===== src/hw/rtl/cpwf_pkg.sv =====
`default_nettype none
// ----------------------------------------------------------------------------
// cpwf_pkg
// Shared types and fixed widths of the cheapest price window finder.
// ----------------------------------------------------------------------------
package cpwf_pkg;

	// width of the price ports and of the hour index ports
	localparam int unsigned OUT_PRICE_BITS = 32;
	localparam int unsigned IDX_BITS       = 5;
	// price field is widened to this before the low bits are taken
	localparam int unsigned RAW_BITS       = 64;

	// what the front decided about one beat
	typedef struct packed {
		logic track;
		logic last;
	} cls_t;

endpackage
`default_nettype wire


===== src/hw/rtl/cpwf_front.sv =====
`default_nettype none
// ----------------------------------------------------------------------------
// cpwf_front
// Accepts input beats, keeps the hour count and the stop flag of the run and
// tags every beat with its hour and whether it is tracked.
// ----------------------------------------------------------------------------
module cpwf_front #(
	parameter int unsigned HORIZON    = 24,
	parameter int unsigned PRICE_BITS = 32
) (
	input  wire logic                                    clk,
	input  wire logic                                    arst_n,
	input  wire logic                                    in_valid,
	output logic                                         in_ready,
	input  wire logic signed [cpwf_pkg::OUT_PRICE_BITS-1:0] price,
	input  wire logic                                    present,
	input  wire logic                                    last_hour,
	output logic                                         push_valid,
	input  wire logic                                    push_ready,
	output logic [PRICE_BITS+$clog2(HORIZON)+$bits(cpwf_pkg::cls_t)-1:0] push_data
);

	localparam int unsigned HOUR_BITS = $clog2(HORIZON);
	localparam int unsigned CNT_BITS  = $clog2(HORIZON + 1);

	logic [CNT_BITS-1:0]             cnt_q;
	logic                            stopped_q;
	logic                            in_horizon;
	logic                            accept;
	logic [cpwf_pkg::RAW_BITS-1:0]   raw;
	logic [PRICE_BITS-1:0]           p;
	logic [HOUR_BITS-1:0]            hour;
	cpwf_pkg::cls_t                  cls;

	assign in_ready   = push_ready;
	assign push_valid = in_valid;
	assign accept     = in_valid && push_ready;

	assign in_horizon = (cnt_q < CNT_BITS'(HORIZON));
	assign raw    = {{(cpwf_pkg::RAW_BITS - cpwf_pkg::OUT_PRICE_BITS){1'b0}}, price};
	assign p      = raw[PRICE_BITS-1:0];
	assign hour   = cnt_q[HOUR_BITS-1:0];

	always_comb begin
		cls.track = in_horizon && !stopped_q && present;
		cls.last  = last_hour;
	end

	assign push_data = {p, hour, cls};

	always_ff @(posedge clk or negedge arst_n) begin
		if (!arst_n) begin
			cnt_q     <= '0;
			stopped_q <= 1'b0;
		end else if (accept) begin
			if (last_hour) begin
				cnt_q     <= '0;
				stopped_q <= 1'b0;
			end else if (in_horizon) begin
				cnt_q <= cnt_q + CNT_BITS'(1);
				// first missing price ends tracking for the run
				if (!present)
					stopped_q <= 1'b1;
			end
		end
	end

endmodule
`default_nettype wire


===== src/hw/rtl/cpwf_fifo.sv =====
`default_nettype none
// ----------------------------------------------------------------------------
// cpwf_fifo
// Two-entry queue between the front and the back.
// ----------------------------------------------------------------------------
module cpwf_fifo #(
	parameter int unsigned WIDTH = 39
) (
	input  wire logic             clk,
	input  wire logic             arst_n,
	input  wire logic             push_valid,
	output logic                  push_ready,
	input  wire logic [WIDTH-1:0] push_data,
	output logic                  pop_valid,
	input  wire logic             pop_ready,
	output logic [WIDTH-1:0]      pop_data
);

	logic [WIDTH-1:0] mem_q [2];
	logic             wr_ptr_q;
	logic             rd_ptr_q;
	logic [1:0]       count_q;
	logic             push;
	logic             pop;

	assign push_ready = (count_q != 2'd2);
	assign pop_valid  = (count_q != 2'd0);
	assign pop_data   = mem_q[rd_ptr_q];
	assign push       = push_valid && push_ready;
	assign pop        = pop_valid && pop_ready;

	always_ff @(posedge clk) begin
		if (push)
			mem_q[wr_ptr_q] <= push_data;
	end

	always_ff @(posedge clk or negedge arst_n) begin
		if (!arst_n) begin
			wr_ptr_q <= 1'b0;
			rd_ptr_q <= 1'b0;
			count_q  <= 2'd0;
		end else begin
			if (push)
				wr_ptr_q <= !wr_ptr_q;
			if (pop)
				rd_ptr_q <= !rd_ptr_q;
			if (push && !pop)
				count_q <= count_q + 2'd1;
			else if (pop && !push)
				count_q <= count_q - 2'd1;
		end
	end

endmodule
`default_nettype wire


===== src/hw/rtl/cpwf_back.sv =====
`default_nettype none
// ----------------------------------------------------------------------------
// cpwf_back
// Keeps the last five tracked prices, sums the 3 and 6 hour windows, then
// updates the running minima and maxima and emits the result on the last beat.
// ----------------------------------------------------------------------------
module cpwf_back #(
	parameter int unsigned HORIZON    = 24,
	parameter int unsigned PRICE_BITS = 32
) (
	input  wire logic                                   clk,
	input  wire logic                                   arst_n,
	input  wire logic                                   pop_valid,
	output logic                                        pop_ready,
	input  wire logic [PRICE_BITS+$clog2(HORIZON)+$bits(cpwf_pkg::cls_t)-1:0] pop_data,
	output logic                                        out_valid,
	input  wire logic                                   out_ready,
	output logic signed [cpwf_pkg::OUT_PRICE_BITS-1:0]  lowest_price,
	output logic signed [cpwf_pkg::OUT_PRICE_BITS-1:0]  highest_price,
	output logic                                        any_price,
	output logic [cpwf_pkg::IDX_BITS-1:0]               cheapest_hour,
	output logic                                        have_three,
	output logic [cpwf_pkg::IDX_BITS-1:0]               cheapest_three_start,
	output logic                                        have_six,
	output logic [cpwf_pkg::IDX_BITS-1:0]               cheapest_six_start
);

	localparam int unsigned HOUR_BITS = $clog2(HORIZON);
	localparam int unsigned SUM_BITS  = PRICE_BITS + 3;
	localparam int unsigned PAD_BITS  = cpwf_pkg::RAW_BITS - PRICE_BITS;

	// popped entry
	logic signed [PRICE_BITS-1:0] p;
	logic [HOUR_BITS-1:0]         hour;
	cpwf_pkg::cls_t               cls;
	logic                         pop;

	// price history, newest first
	logic signed [PRICE_BITS-1:0] hist_q [5];
	logic signed [SUM_BITS-1:0]   ext_p;
	logic signed [SUM_BITS-1:0]   ext_h [5];
	logic signed [SUM_BITS-1:0]   s3;
	logic signed [SUM_BITS-1:0]   s6;

	// stage 1
	logic                         valid_s1;
	logic signed [PRICE_BITS-1:0] price_s1;
	logic [HOUR_BITS-1:0]         hour_s1;
	logic                         track_s1;
	logic                         last_s1;
	logic signed [SUM_BITS-1:0]   s3_s1;
	logic signed [SUM_BITS-1:0]   s6_s1;
	logic                         stall;
	logic                         fire;

	// running results
	logic                         seen_q;
	logic signed [PRICE_BITS-1:0] low_q;
	logic signed [PRICE_BITS-1:0] high_q;
	logic [HOUR_BITS-1:0]         best_hour_q;
	logic                         three_valid_q;
	logic signed [SUM_BITS-1:0]   best_three_q;
	logic [HOUR_BITS-1:0]         three_idx_q;
	logic                         six_valid_q;
	logic signed [SUM_BITS-1:0]   best_six_q;
	logic [HOUR_BITS-1:0]         six_idx_q;

	logic                         seen_n;
	logic signed [PRICE_BITS-1:0] low_n;
	logic signed [PRICE_BITS-1:0] high_n;
	logic [HOUR_BITS-1:0]         best_hour_n;
	logic                         three_valid_n;
	logic signed [SUM_BITS-1:0]   best_three_n;
	logic [HOUR_BITS-1:0]         three_idx_n;
	logic                         six_valid_n;
	logic signed [SUM_BITS-1:0]   best_six_n;
	logic [HOUR_BITS-1:0]         six_idx_n;

	logic signed [cpwf_pkg::RAW_BITS-1:0] low_w;
	logic signed [cpwf_pkg::RAW_BITS-1:0] high_w;

	// output register
	logic                                       out_valid_q;
	logic signed [cpwf_pkg::OUT_PRICE_BITS-1:0] low_out_q;
	logic signed [cpwf_pkg::OUT_PRICE_BITS-1:0] high_out_q;
	logic                                       any_out_q;
	logic [cpwf_pkg::IDX_BITS-1:0]              hour_out_q;
	logic                                       three_out_q;
	logic [cpwf_pkg::IDX_BITS-1:0]              three_idx_out_q;
	logic                                       six_out_q;
	logic [cpwf_pkg::IDX_BITS-1:0]              six_idx_out_q;

	assign {p, hour, cls} = pop_data;

	// only a last beat needs the output register
	assign stall     = valid_s1 && last_s1 && out_valid_q && !out_ready;
	assign pop_ready = !stall;
	assign pop       = pop_valid && pop_ready;
	assign fire      = valid_s1 && !stall;

	assign ext_p = {{3{p[PRICE_BITS-1]}}, p};
	always_comb begin
		for (int k = 0; k < 5; k++)
			ext_h[k] = {{3{hist_q[k][PRICE_BITS-1]}}, hist_q[k]};
	end
	assign s3 = ext_p + ext_h[0] + ext_h[1];
	assign s6 = (ext_p + ext_h[0]) + (ext_h[1] + ext_h[2]) + (ext_h[3] + ext_h[4]);

	always_ff @(posedge clk) begin
		if (pop) begin
			price_s1 <= p;
			hour_s1  <= hour;
			track_s1 <= cls.track;
			last_s1  <= cls.last;
			s3_s1    <= s3;
			s6_s1    <= s6;
			if (cls.track) begin
				for (int k = 4; k > 0; k--)
					hist_q[k] <= hist_q[k-1];
				hist_q[0] <= p;
			end
		end
	end

	always_ff @(posedge clk or negedge arst_n) begin
		if (!arst_n)
			valid_s1 <= 1'b0;
		else if (!stall)
			valid_s1 <= pop;
	end

	always_comb begin
		seen_n        = seen_q;
		low_n         = low_q;
		high_n        = high_q;
		best_hour_n   = best_hour_q;
		three_valid_n = three_valid_q;
		best_three_n  = best_three_q;
		three_idx_n   = three_idx_q;
		six_valid_n   = six_valid_q;
		best_six_n    = best_six_q;
		six_idx_n     = six_idx_q;
		if (valid_s1 && track_s1) begin
			seen_n = 1'b1;
			if (!seen_q || price_s1 < low_q) begin
				low_n       = price_s1;
				best_hour_n = hour_s1;
			end
			if (!seen_q || price_s1 > high_q)
				high_n = price_s1;
			// ties keep the earlier window
			if (hour_s1 >= HOUR_BITS'(2) && (!three_valid_q || s3_s1 < best_three_q)) begin
				three_valid_n = 1'b1;
				best_three_n  = s3_s1;
				three_idx_n   = hour_s1 - HOUR_BITS'(2);
			end
			if (hour_s1 >= HOUR_BITS'(5) && (!six_valid_q || s6_s1 < best_six_q)) begin
				six_valid_n = 1'b1;
				best_six_n  = s6_s1;
				six_idx_n   = hour_s1 - HOUR_BITS'(5);
			end
		end
	end

	assign low_w  = {{PAD_BITS{low_n[PRICE_BITS-1]}}, low_n};
	assign high_w = {{PAD_BITS{high_n[PRICE_BITS-1]}}, high_n};

	always_ff @(posedge clk) begin
		if (fire) begin
			low_q        <= low_n;
			high_q       <= high_n;
			best_hour_q  <= best_hour_n;
			best_three_q <= best_three_n;
			three_idx_q  <= three_idx_n;
			best_six_q   <= best_six_n;
			six_idx_q    <= six_idx_n;
		end
		if (fire && last_s1) begin
			low_out_q       <= seen_n ? low_w[cpwf_pkg::OUT_PRICE_BITS-1:0] : '0;
			high_out_q      <= seen_n ? high_w[cpwf_pkg::OUT_PRICE_BITS-1:0] : '0;
			any_out_q       <= seen_n;
			hour_out_q      <= seen_n ? cpwf_pkg::IDX_BITS'(best_hour_n) : '0;
			three_out_q     <= three_valid_n;
			three_idx_out_q <= three_valid_n ? cpwf_pkg::IDX_BITS'(three_idx_n) : '0;
			six_out_q       <= six_valid_n;
			six_idx_out_q   <= six_valid_n ? cpwf_pkg::IDX_BITS'(six_idx_n) : '0;
		end
	end

	always_ff @(posedge clk or negedge arst_n) begin
		if (!arst_n) begin
			seen_q        <= 1'b0;
			three_valid_q <= 1'b0;
			six_valid_q   <= 1'b0;
			out_valid_q   <= 1'b0;
		end else begin
			if (fire) begin
				if (last_s1) begin
					seen_q        <= 1'b0;
					three_valid_q <= 1'b0;
					six_valid_q   <= 1'b0;
				end else begin
					seen_q        <= seen_n;
					three_valid_q <= three_valid_n;
					six_valid_q   <= six_valid_n;
				end
			end
			if (fire && last_s1)
				out_valid_q <= 1'b1;
			else if (out_ready)
				out_valid_q <= 1'b0;
		end
	end

	assign out_valid            = out_valid_q;
	assign lowest_price         = low_out_q;
	assign highest_price        = high_out_q;
	assign any_price            = any_out_q;
	assign cheapest_hour        = hour_out_q;
	assign have_three           = three_out_q;
	assign cheapest_three_start = three_idx_out_q;
	assign have_six             = six_out_q;
	assign cheapest_six_start   = six_idx_out_q;

endmodule
`default_nettype wire


===== src/hw/rtl/cheapest_price_window_finder_top.sv =====
`default_nettype none
// ----------------------------------------------------------------------------
// cheapest_price_window_finder_top
// Finds the price range, the cheapest hour and the cheapest 3 and 6 hour
// windows over the first HORIZON hours of each run of hourly prices.
//
//   channel  handshake             payload
//   in       in_valid / in_ready   price, present, last_hour
//   out      out_valid / out_ready lowest_price ... cheapest_six_start
//
// One beat per cycle is taken while the queue has room; after its last beat is
// accepted, a result passes the queue write, the window sums into stage 1 and
// the compare into the output register.
// Reset clears the hour count, the stop flag, the queue and all valid flags.
// A full output register stalls the back only while a last beat is in stage 1;
// beats behind it wait; the queue absorbs short stalls before in_ready drops.
// ----------------------------------------------------------------------------
module cheapest_price_window_finder_top #(
	parameter int unsigned HORIZON    = 24,
	parameter int unsigned PRICE_BITS = 32
) (
	input  wire logic                                       clk,
	input  wire logic                                       arst_n,
	input  wire logic                                       in_valid,
	output logic                                            in_ready,
	input  wire logic signed [cpwf_pkg::OUT_PRICE_BITS-1:0] price,
	input  wire logic                                       present,
	input  wire logic                                       last_hour,
	output logic                                            out_valid,
	input  wire logic                                       out_ready,
	output logic signed [cpwf_pkg::OUT_PRICE_BITS-1:0]      lowest_price,
	output logic signed [cpwf_pkg::OUT_PRICE_BITS-1:0]      highest_price,
	output logic                                            any_price,
	output logic [cpwf_pkg::IDX_BITS-1:0]                   cheapest_hour,
	output logic                                            have_three,
	output logic [cpwf_pkg::IDX_BITS-1:0]                   cheapest_three_start,
	output logic                                            have_six,
	output logic [cpwf_pkg::IDX_BITS-1:0]                   cheapest_six_start
);

	localparam int unsigned ENTRY_BITS =
		PRICE_BITS + $clog2(HORIZON) + $bits(cpwf_pkg::cls_t);

	logic                  push_valid;
	logic                  push_ready;
	logic [ENTRY_BITS-1:0] push_data;
	logic                  pop_valid;
	logic                  pop_ready;
	logic [ENTRY_BITS-1:0] pop_data;

	cpwf_front #(
		.HORIZON    (HORIZON),
		.PRICE_BITS (PRICE_BITS)
	) u_front (
		.clk        (clk),
		.arst_n     (arst_n),
		.in_valid   (in_valid),
		.in_ready   (in_ready),
		.price      (price),
		.present    (present),
		.last_hour  (last_hour),
		.push_valid (push_valid),
		.push_ready (push_ready),
		.push_data  (push_data)
	);

	cpwf_fifo #(
		.WIDTH (ENTRY_BITS)
	) u_fifo (
		.clk        (clk),
		.arst_n     (arst_n),
		.push_valid (push_valid),
		.push_ready (push_ready),
		.push_data  (push_data),
		.pop_valid  (pop_valid),
		.pop_ready  (pop_ready),
		.pop_data   (pop_data)
	);

	cpwf_back #(
		.HORIZON    (HORIZON),
		.PRICE_BITS (PRICE_BITS)
	) u_back (
		.clk                  (clk),
		.arst_n               (arst_n),
		.pop_valid            (pop_valid),
		.pop_ready            (pop_ready),
		.pop_data             (pop_data),
		.out_valid            (out_valid),
		.out_ready            (out_ready),
		.lowest_price         (lowest_price),
		.highest_price        (highest_price),
		.any_price            (any_price),
		.cheapest_hour        (cheapest_hour),
		.have_three           (have_three),
		.cheapest_three_start (cheapest_three_start),
		.have_six             (have_six),
		.cheapest_six_start   (cheapest_six_start)
	);

endmodule
`default_nettype wire

===== config.mk =====
export PLATFORM = sky130hd
export DESIGN_NAME = cheapest_price_window_finder_top
export DESIGN_NICKNAME = d
export VERILOG_FILES = /design/src/hw/rtl/cpwf_pkg.sv /design/src/hw/rtl/cpwf_front.sv /design/src/hw/rtl/cpwf_fifo.sv /design/src/hw/rtl/cpwf_back.sv /design/src/hw/rtl/cheapest_price_window_finder_top.sv
export SDC_FILE = /design/constraint.sdc
export NUM_CORES = 1
export LEC_CHECK = 0
export ABC_AREA = 1
export BUFFER_PORTS_ARGS = -buffer_cell sky130_fd_sc_hd__buf_4
export CAP_MARGIN = 20
export CORE_MARGIN = 5
export CORE_UTILIZATION = 57
export CTS_CLUSTER_DIAMETER = 120
export CTS_CLUSTER_SIZE = 16
export DETAILED_ROUTE_END_ITERATION = 7
export PLACE_DENSITY = 0.89
export SLEW_MARGIN = 30
export SYNTH_ARGS = -nofsm -noshare
export SYNTH_HDL_FRONTEND = slang
export SYNTH_SLANG_ARGS = --single-unit

===== constraint.sdc =====
create_clock -name clk -period 13 [get_ports clk]
set_input_delay 2.6 -clock clk [delete_from_list [all_inputs] [get_ports clk]]
set_output_delay 2.6 -clock clk [all_outputs]
set_load 0.02 [all_outputs]

# --- Yosys cells after proc, flatten, opt, wreduce, memory -nomap -nowiden ---
# Memory sizes are Yosys's and may differ from the RTL's.
# Cells that the tools add are included.
classes:
  addsub: 11
  magnitude_cmp: 7
  eq_ne: 2
  mux: 32
  n_reduce_logical: 36
op_table:
  columns: ["cell", "n"]
  rows:
  - ["two-way mux 32 bit", 4]
  - ["adder 32 x 32 -> 33 bit", 3]
  - ["less-than comparator 35 bit", 2]
  - ["two-way mux 5 bit", 8]
  - ["adder 35 bit", 1]
  - ["adder 33 x 32 -> 34 bit", 1]
  - ["adder 33 x 33 -> 34 bit", 1]
  - ["greater-than comparator 32 bit", 1]
  - ["less-than comparator 32 bit", 1]
  - ["two-way mux 1 bit", 18]
  - ["logical AND 1 bit", 14]
  - ["logical NOT 1 bit", 10]
  - ["AND reduction 3 bit", 3]
  - ["nonzero test 2 bit", 4]
  - ["adder 5 x 1 -> 5 bit (second input constant)", 1]
  - [">= comparator 5 x 2 -> 1 bit (second input constant)", 1]
  - [">= comparator 5 x 3 -> 1 bit (second input constant)", 1]
  - ["less-than comparator 5 bit (second input constant)", 1]
  - ["subtractor 5 x 2 -> 5 bit (second input constant)", 1]
  - ["subtractor 5 x 3 -> 5 bit (second input constant)", 1]
  - ["logical OR 1 bit", 4]
  - ["two-way mux 2 bit", 2]
  - ["adder 2 x 1 -> 2 bit (second input constant)", 1]
  - ["inequality test 2 x 1 -> 1 bit (second input constant)", 1]
  - ["3 further kinds", 3]
word_totals:
  reg_bits: 355
  ramBits: 238
  inputBits: 38
  mem_count: 2
memory_table:
  columns: ["memory", "words", "width", "rd", "rd_clocked_by_memory_dff", "write_ports", "line_no", "source"]
  rows:
  - ["u_back.hist_q", 5, 32, 5, 0, 5, "cpwf_back.sv:39", "logic signed [PRICE_BITS-1:0] hist_q [5];"]
  - ["u_fifo.mem_q", 2, 39, 1, 0, 1, "cpwf_fifo.sv:19", "logic [WIDTH-1:0] mem_q [2];"]

# --- Depth between registers and ports, before layout ---
depth:
  ltp_word: 8
  ltp_mapped: 44
  ltp_nobuf: 41

# --- Hierarchy ---
# From an unflattened synthesis, not the netlist that was laid out.
unflattened:
  cells_unflattened: 3106
  hier_area_um2: 32587.5
modules_own_cells:
  columns: ["mod", "n_inst", "cells_each", "area_each_um2", "seq_area_each_um2"]
  rows:
  - ["cpwf_back", 1, 2795, 28846.4, 15079.5]
  - ["cpwf_fifo", 1, 233, 3149.3, 2442.3]
  - ["cpwf_front", 1, 78, 591.8, 150.1]

# --- Least setup slack after synthesis ---
# No wires, ideal clock.
synth_path:
  path_kind: "input port to flip-flop"
  from: "in out_ready"
  to: "mem u_back.hist_q[0][0] (enable)"
  arrival_time_ps: 15515
  required_ps: 12320
  path_slack_ps: -3195
  cell_stages: 6
  n_path_buf: 0
  path_cell_list: "nor2_1 > inv_1 > nor2_1 > a21oi_1 > inv_1 > nor2_1"
synth_lines:
  columns: ["item", "line_no", "source"]
  rows:
  - ["start: declaration", "cheapest_price_window_finder_top.sv:30", "input wire logic out_ready,"]
  - ["end: declaration", "cpwf_back.sv:39", null]

# --- Final worst setup path ---
layout_path:
  from: "reg u_fifo.rd_ptr_q"
  to: "reg u_back.s6_s1[33], data pin"
layout_via:
  elab_chain_cells: 4
layout_rtl:
  columns: ["item", "line_no", "source"]
  rows:
  - ["start: declaration", "cpwf_fifo.sv:21", "logic rd_ptr_q;"]
  - ["start signal: assignment", "cpwf_fifo.sv:46", "rd_ptr_q <= !rd_ptr_q;"]
  - ["memory read (2 x 39 bit)", null, null]
  - ["named net pop_data[7]", "cheapest_price_window_finder_top.sv:49", "logic [ENTRY_BITS-1:0] pop_data;"]
  - ["adder 32 x 32 -> 33 bit", "cpwf_back.sv:107", "assign s6 = (ext_p + ext_h[0]) + (ext_h[1] + ext_h[2]) + (ext_h[3] + ext_h[4]);"]
  - ["adder 33 x 33 -> 34 bit", "cpwf_back.sv:107", null]
  - ["adder 35 bit", "cpwf_back.sv:107", null]
  - ["named net u_back.s6[33]", "cpwf_back.sv:43", "logic signed [SUM_BITS-1:0] s6;"]
  - ["end signal: assignment", "cpwf_back.sv:116", "s6_s1 <= s6;"]
  - ["end: declaration", "cpwf_back.sv:52", "logic signed [SUM_BITS-1:0] s6_s1;"]
# The timed path passes the listed nets, and every way through them passes these cells.
# A chain may end at the register's enable or synchronous reset.

==> metrics <==
most numerous cell in the Yosys netlist nand2_1; Crit Path Category flop to flop; TritonCTS clock tree done; Final setup viols 0; number of synthesized flops with an enable pin 576; Overflow after GRT 0; Net count, final 4102; period utilisation layout 59.1%; Yosys reg bits 591; Setup crit start kind flop; worst hold slack 0.408 ns; Top FF cell, synth edfxtp_1; Worst Tran Pin Value 0.920 ns; Area Growth Syn to Fin 8.86%; fin crit period 7.68 ns; total of warnings raised by yosys 0; share of layout cells above drive strength 1 11.4%; via-per-instance ratio 5.54; CP arrival 8.03 ns; # hold bufs at CTS 0; n_diodes 0; Area after DPL 37100 µm²; Post-CTS Setup Inserts 0; drt drc 0; gr usage total 24.7%; final setup TNS 0 ns; drt pass-1 iters 5; gate count of the mapped netlist 3580; Post-Syn Nets 3957; global-route wire length before repair 132 mm; hpwl dp 64.3 mm; largest net degree at the start of global routing 77; Critical-path top delay cell a2111oi_0; clock sink count 591; Synth top cells by count nand2_1 (682), inv_1 (659), edfxtp_1 (576), ha_1 (301), nor2_1 (232); MaxCap Viol Count 0; Initial Util 57.3%; number of top-level pins 122; fmax 130 MHz; crit path from u_fifo.rd_ptr_q$_DFFE_PN0P_; cts bufs inserted 42; Reg-to-Reg End u_back.s6_s1[33]$_DFFE_PP_; largest cells by area after synthesis edfxtp_1 (49%), ha_1 (11%), nand2_1 (7.3%); I/O Buffers 121; final instance area 38300 µm²; clk buf depth 3; post-synthesis sequential area ratio 50.2%; Distinct cells, synth 56; Layout fillers 4768; die height 259 µm; Die Wd 259 µm; die area 66800 µm²; clock-pin slew on the worst setup and hold paths 0.09 ns; Starting DRT DRC Count 2194; Row Count 91; Hold WC Path Type flop to flop; Worst Hold Depth 0; initial antenna violation count 0; core area 61500 µm²; slowest stage delay, CP 0.52 ns; r2r worst-path depth 37; Cell Area, Synth 35200 µm²; most numerous cell on the critical path nand2_1; largest area contributor in the netlist edfxtp_1; final hold violations 0; vias in the first global route 25200; hold path endpoint u_back.hist_q[0][47]$_DFFE_PP_; RePlAce Congestion 0.968; worst reg2reg setup slack 5.32 ns; Gates resized, CTS repair 0; status completed; Post-Route WL 83.6 mm; CP Capture Type flop; Clock Skews 0.0551 ns; Antenna Violating Nets Remaining 0; Critical R2R Launch u_fifo.rd_ptr_q$_DFFE_PN0P_; Avg Inst Size Synth 9.84 µm²; Slew Limit Headroom 38.6%; total vias in the final route 25100; Crit path required time 13.35 ns; htree depth 2; ys async rst share 2.54%; Max FO, Critical Path 21; max-slew violations 0; RSZ-0062 raised after global routing false; root buf cell clkbuf_16; WL/cell 18.4 µm; Clock Latency Late Sink 0.64 ns; top cell type's share of synthesized area 49.1%; HP Start u_back.hist_q[0][15]$_DFFE_PP_
-- layout by cell type, fill, tap and decap left out, types with 55 or more instances in the layout --
| cell | count |
|---|---|
| nor2_2 | 63 |
| inv_1 | 658 |
| o21ai_0 | 87 |
| edfxtp_1 | 576 |
| nor2_1 | 225 |
| nand3_1 | 135 |
| buf_4 | 130 |
| nand2_2 | 55 |
| a21oi_1 | 228 |
| nand2_1 | 682 |
| xor2_1 | 119 |
| ha_1 | 301 |
-- routing by layer --
metal  share of wire (%)  wire, µm  GRT usage (%)
met5                   0         0              0
met4                 4.7      3910           10.2
met3                 5.8      4860           2.83
met2                  49     41000           42.9
met1                  40     33900           31.7
-- final cells by class --
type	count	area (µm²)	area share (%)
multi-input cells	2279	14800	38.6
inverters	674	2530	6.60
clock inverters	3	90.1	0.235
well taps	790	988	2.58
flip-flops and latches	591	17700	46.1
clock buffers	60	1120	2.92
repair buffers	137	1140	2.96
-- metrics by stage --
| stage | worst slack, ns | utilization [%] | instances |
|---|---|---|---|
| detailed placement | 5.44 | 60.4 | 4471 |
| CTS | 5.40 | 62.3 | 4534 |
| global placement | 5.58 | 60.1 | 4466 |
| floorplan | 2.10 | - | 3580 |
| global route | 4.78 | 62.3 | 4534 |
| finish | 5.32 | 62.3 | 4534 |
-- critical path: cells and delay by family (launching register included) --
kind            cells  cell delay [ns]
fa+ha+maj           5             1.80
flops               1             0.39
buf+inv             8             1.31
simple gates       16             2.15
xor+xnor            2             0.35
compound gates      6             1.41
-- worst max-delay path by stage --
stage / end / slack, ns / cells after the start
5_1_grt: u_back.s6_s1[33]$_DFFE_PP_ / 4.78 / 37
6_report: u_back.s6_s1[33]$_DFFE_PP_ / 5.32 / 37
2_1_floorplan: u_back.hist_q[0][0]$_DFFE_PP_ / 2.10 / 6
3_3_place_gp: u_back.s6_s1[33]$_DFFE_PP_ / 5.58 / 37
4_1_cts: u_back.s6_s1[33]$_DFFE_PP_ / 5.40 / 37
3_5_place_dp: u_back.s6_s1[33]$_DFFE_PP_ / 5.44 / 37
-- cells by family (layout without fill, tap and decap cells) --
logic type	Yosys count	in the layout	share of synthesized area (%)
AO/OA/AOI/OAI	461	461	7.60
XOR/XNOR	154	154	3.83
AND/OR/NAND/NOR	1325	1325	17.5
flip-flops	591	591	50.2
buffers and inverters	710	874	7.98
adder cells (fa/ha/maj)	339	339	12.9
-- flip-flops by register name, summed over array words and instances, names as in the netlist, 34 cells and up --
register	count
u_back.hist_q	160
u_fifo.mem_q	78
u_back.best_six_q	35
u_back.s6_s1	35
u_back.best_three_q	34
u_back.s3_s1	34
Power is not shown: default switching activity piles up to over one toggle a cycle in this logic, so the estimate is an artifact.
